File: config.mk
export PLATFORM = sky130hd
export DESIGN_NAME = ugsi_div
export DESIGN_NICKNAME = d
export VERILOG_FILES = /design/src/rtl/ugsi_pkg.sv /design/src/rtl/ugsi_div.sv
export SDC_FILE = /design/constraint.sdc
export NUM_CORES = 1
export LEC_CHECK = 0
export BUFFER_PORTS_ARGS = -buffer_cell sky130_fd_sc_hd__buf_4
export CORE_MARGIN = 2
export CORE_UTILIZATION = 51
export DETAILED_ROUTE_END_ITERATION = 6
export GPL_TIMING_DRIVEN = 1
export PLACE_DENSITY = 0.79
export SETUP_SLACK_MARGIN = 0.5
export SLEW_MARGIN = 10
export SYNTH_ARGS = -nofsm -noshare
export SYNTH_HDL_FRONTEND = slang
export SYNTH_SLANG_ARGS = --single-unit
File: constraint.sdc
create_clock -name i_clk -period 8.4 [get_ports i_clk]
set_clock_uncertainty 0.2 [all_clocks]
set_input_delay 0.42 -clock i_clk [delete_from_list [all_inputs] [get_ports i_clk]]
set_output_delay 0.42 -clock i_clk [all_outputs]
set_load 0.01 [all_outputs]
File: src/rtl/ugsi_pkg.sv
// shared constants, types and helpers of the uniform grid spatial index
// no dependencies
package ugsi_pkg;

    localparam int MAX_ENTITIES  = 64;
    localparam int MAX_GRID_SIDE = 16;
    localparam int NCELLS        = MAX_GRID_SIDE * MAX_GRID_SIDE;
    localparam int SLOT_W        = $clog2(MAX_ENTITIES);
    localparam int CNT_W         = $clog2(MAX_ENTITIES + 1);
    localparam int SIDE_W        = $clog2(MAX_GRID_SIDE + 1);
    localparam int COORD_W       = $clog2(MAX_GRID_SIDE);
    localparam int CELL_W        = $clog2(NCELLS);
    localparam int KEY_W         = 32;
    localparam int DVD_W         = 33;
    localparam int DVS_W         = 16;

    localparam logic [2:0] REQ_ADD    = 3'd0;
    localparam logic [2:0] REQ_REMOVE = 3'd1;
    localparam logic [2:0] REQ_MOVE   = 3'd2;
    localparam logic [2:0] REQ_QUERY  = 3'd3;
    localparam logic [2:0] REQ_CLEAR  = 3'd4;

    localparam logic [1:0] ST_DONE    = 2'd0;
    localparam logic [1:0] ST_IGNORED = 2'd1;
    localparam logic [1:0] ST_FULL    = 2'd2;

    localparam logic [1:0] CFG_WORLD_W   = 2'd0;
    localparam logic [1:0] CFG_WORLD_H   = 2'd1;
    localparam logic [1:0] CFG_CELL_SIZE = 2'd2;

    typedef struct packed {
        logic [15:0] extent_x;
        logic [15:0] extent_y;
        logic [15:0] cell_len;
    } t_geom;

    typedef struct packed {
        logic             valid;
        logic [KEY_W-1:0] id;
        logic             hit;
        logic             last;
        logic [1:0]       status;
        logic [CNT_W-1:0] count;
    } t_emit;

    // grid side from a ceiling quotient, kept in 1..MAX_GRID_SIDE
    function automatic logic [SIDE_W-1:0] f_side(input logic [DVD_W-1:0] q);
        logic [SIDE_W-1:0] s;
        if (q == '0) begin
            s = SIDE_W'(1);
        end else if (q > DVD_W'(MAX_GRID_SIDE)) begin
            s = SIDE_W'(MAX_GRID_SIDE);
        end else begin
            s = q[SIDE_W-1:0];
        end
        return s;
    endfunction

    // column or row from a quotient, clamped to the last one of the side
    function automatic logic [COORD_W-1:0] f_coord(input logic [DVD_W-1:0] q,
                                                   input logic [SIDE_W-1:0] side);
        logic [COORD_W-1:0] c;
        if (q >= DVD_W'(side)) begin
            c = COORD_W'(side - SIDE_W'(1));
        end else begin
            c = q[COORD_W-1:0];
        end
        return c;
    endfunction

endpackage

File: src/rtl/ugsi_div.sv
// shared restoring divider, one quotient bit per cycle
// depends on ugsi_pkg
module ugsi_div (
    input  logic                        i_clk,
    input  logic                        i_rst_n,
    input  logic                        i_start,
    input  logic [ugsi_pkg::DVD_W-1:0]  i_dividend,
    input  logic [ugsi_pkg::DVS_W-1:0]  i_divisor,
    output logic                        o_done,
    output logic [ugsi_pkg::DVD_W-1:0]  o_quot
);
    import ugsi_pkg::*;

    localparam int CNT_BITS = $clog2(DVD_W);

    logic                r_busy;
    logic                r_done;
    logic [CNT_BITS-1:0] r_cnt;
    logic [DVD_W-1:0]    r_q;
    logic [DVS_W-1:0]    r_rem;
    logic [DVS_W-1:0]    r_dvs;
    logic [DVS_W:0]      sh;
    logic [DVS_W:0]      diff;
    logic                fits;

    assign sh   = {r_rem, r_q[DVD_W-1]};
    assign diff = sh - {1'b0, r_dvs};
    assign fits = (sh >= {1'b0, r_dvs});

    always_ff @(posedge i_clk) begin
        if (!i_rst_n) begin
            r_busy <= 1'b0;
            r_done <= 1'b0;
        end else begin
            r_done <= 1'b0;
            if (i_start) begin
                r_busy <= 1'b1;
                r_cnt  <= CNT_BITS'(DVD_W - 1);
                r_q    <= i_dividend;
                r_rem  <= '0;
                r_dvs  <= i_divisor;
            end else if (r_busy) begin
                r_q   <= {r_q[DVD_W-2:0], fits};
                r_rem <= fits ? diff[DVS_W-1:0] : sh[DVS_W-1:0];
                if (r_cnt == '0) begin
                    r_busy <= 1'b0;
                    r_done <= 1'b1;
                end else begin
                    r_cnt <= r_cnt - CNT_BITS'(1);
                end
            end
        end
    end

    assign o_done = r_done;
    assign o_quot = r_q;

endmodule

==> run metrics <==
status=complete, no violations; Inserted Clock Buffers=9; Crit. End Element=flip-flop; Avg WL per Cell=15.8 um; IO Port Bufs=85; Yosys warnings=0; Max clock buf depth=2; Min Clock Period, post-route=2930 ps; Die Ht=91.0 um; cts hold-fix bufs=0; Power Density=198 nW/um^2; drt drc=0; Setup CP Type=flip-flop to flip-flop; number of global-route vias before repair=2704; final hold vios=0; router iterations before antenna repair=4; Hold Crit Class=input port to flip-flop; CP max stage delay=410 ps; dominant cells by area after synthesis=edfxtp_1 55%, mux2_2 9.6%, ha_1 5.8%, nor2_1 3.4%, mux2i_1 3.1%; Peak VDD IR=0.111 mV; P_leak=0.00197 uW; Synthesized Nets=373; max-slew violation count=0; Die ar.=8290 sq um; Syn Area/Cell=12.8 sq um; number of I/O pins=86; ys async rst share=0%; Clock Sinks=73; crit path max fanout=3; final setup violation count=0; antenna-violating nets left=0; Synth Flop Type=edfxtp_1; Tot GR Track Use=19.5%; Synth Instances=302; placed cell areas=4590 sq um; clk root buf=clkbuf_8; Seq cells post-synth=73; routed vias/inst=5.39; Worst Path Arrival=2830 ps; via count=2665; TritonCTS clock tree=done; RSZ-0062 raised after global routing=false; final worst path period share=34.9%; post-synthesis sequential area ratio=56.2%; Starting Density=53.0%; Req. time, crit path=8300 ps; Placer Congestion=0.850; Final Cell Area=4780 sq um; CP Cell Sequence=inv_1, ha_1, fa_1, nand2b_1, a21oi_1, o21ai_1, a311o_1, o32ai_1, mux2_4, nor2_2; Post-CTS Setup Inserts=0; first-pass GRT wire length=12.8 mm; largest net degree at the start of global routing=59; n_diodes=0; cell taking the most area after synthesis=edfxtp_1; Die Wd=91.0 um; Slew HR=42.7%; FMAX=0.341 GHz; layout net count=462; 1st-iter DRT viols=156; H-tree lvl count=3; Core Area=7290 sq um; Remaining Overflow, GRT=0; initial antenna violation count=0; Util after Layout=65.6%; CP max-delay cell=fa_1; share of cells above drive strength 1=36.5%; worst skew pair latency=360 ps; post-synth cell types=44; number of synthesized flops with an enable pin=71; row cnt=31; MaxCap Viol Count=0; Startpoint Class=flip-flop; area grow syn2layout=23.8%; Routed Wire Length=7.81 mm; commonest cells in the netlist=71 x edfxtp_1, 35 x nor2_1, 33 x mux2_2; most common cell in the netlist=edfxtp_1; Synth Cell Area=3860 sq um; Least-Margin Pin Slew=860 ps; CTS clk-pin slew, worst paths=80 ps; Resize count post-CTS=0; Total Neg Setup Slack=0 ps; DP HPWL=5.37 mm; top cell type's share of synthesized area=55.2%
[cell type report]
cell class	instances	area, sq um
repair buffers	87	653
inverters	23	86.3
fillers	594	2510
clock inverters	6	67.6
flip-flops and latches	73	2170
clock buffers	9	124
multi-input cells	197	1560
well taps	99	124
[where the power goes]
| part | switching, uW | total, uW | internal (uW) |
|---|---|---|---|
| registers | 14.1 | 451 | 437 |
| clock network | 140 | 277 | 137 |
| logic | 112 | 218 | 106 |
| total | 266 | 946 | 680 |
[worst max-delay path, delay by kind of cell (launching register included)]
family,cells,cell delay [ps]
compound gates,4,1020
fa+ha+maj,2,620
flops,1,380
simple gates,2,210
mux,1,200
buf+inv,1,60
[sequential cells by signal, summed over array words and instances, names as in the netlist]
name    count
r_busy      1
r_rem      16
r_dvs      16
o_quot     33
r_cnt       6
o_done      1
[cell usage in the layout, fill, tap and decap left out, types with 2 or more instances in the layout]
cell / n
buf_4: 87
edfxtp_1: 71
nor2_1: 35
mux2_2: 33
inv_1: 23
ha_1: 18
a21oi_1: 13
nand2_1: 13
mux2i_1: 12
xnor2_1: 11
clkbuf_8: 9
nor3_1: 7
xor2_1: 5
nand2b_1: 4
a211oi_2: 4
nand4_1: 3
o211ai_1: 3
o21a_1: 3
a21o_1: 2
o21ai_1: 2
nand3_1: 2
a211o_1: 2
nand3b_1: 2
a311o_1: 2
nor2b_1: 2
o21ai_0: 2
clkinvlp_4: 2
inv_6: 2
dfxtp_1: 2
[through the flow]
step	hold slack [ps]	power (uW)	cells	setup slack [ps]
2_1_floorplan	215	612	302	5550
3_3_place_gp	223	671	479	5550
3_5_place_dp	236	677	479	5470
4_1_cts	23.3	955	494	5450
5_1_grt	19.6	994	494	5270
6_report	34.9	946	494	5470
[path summary, 6_finish.rpt]
check	depth (start not counted)	slack, ps	end	startpoint
worst min register to register	2	250	o_done	r_busy
worst max-delay path	10	5470	r_rem[14]	o_quot[32]
worst min-delay path	1	30	r_dvs[10]	i_divisor[10]
worst max register to register	10	5470	r_rem[14]	o_quot[32]
[cell families (layout without fill, tap and decap cells)]
group | after synthesis | in the layout | synth area share [%]
multiplexers | 46 | 46 | 13.1
XOR/XNOR | 16 | 16 | 3.63
AND/OR/NAND/NOR | 72 | 72 | 8.39
buffers and inverters | 32 | 125 | 3.50
AO/OA/AOI/OAI | 44 | 44 | 8.81
flip-flops | 73 | 73 | 56.2
adder cells (fa/ha/maj) | 19 | 19 | 6.35
[layer usage]
layer	vias to the layer above	part of all wire (%)	track usage, %
met1	1280	44	24.3
met3	12	7.6	7.55
met5	-	0	0
met2	85	47	30.8
met4	0	1.5	6.94
li1	1288	-	-
(Power assumes the default switching activity.)
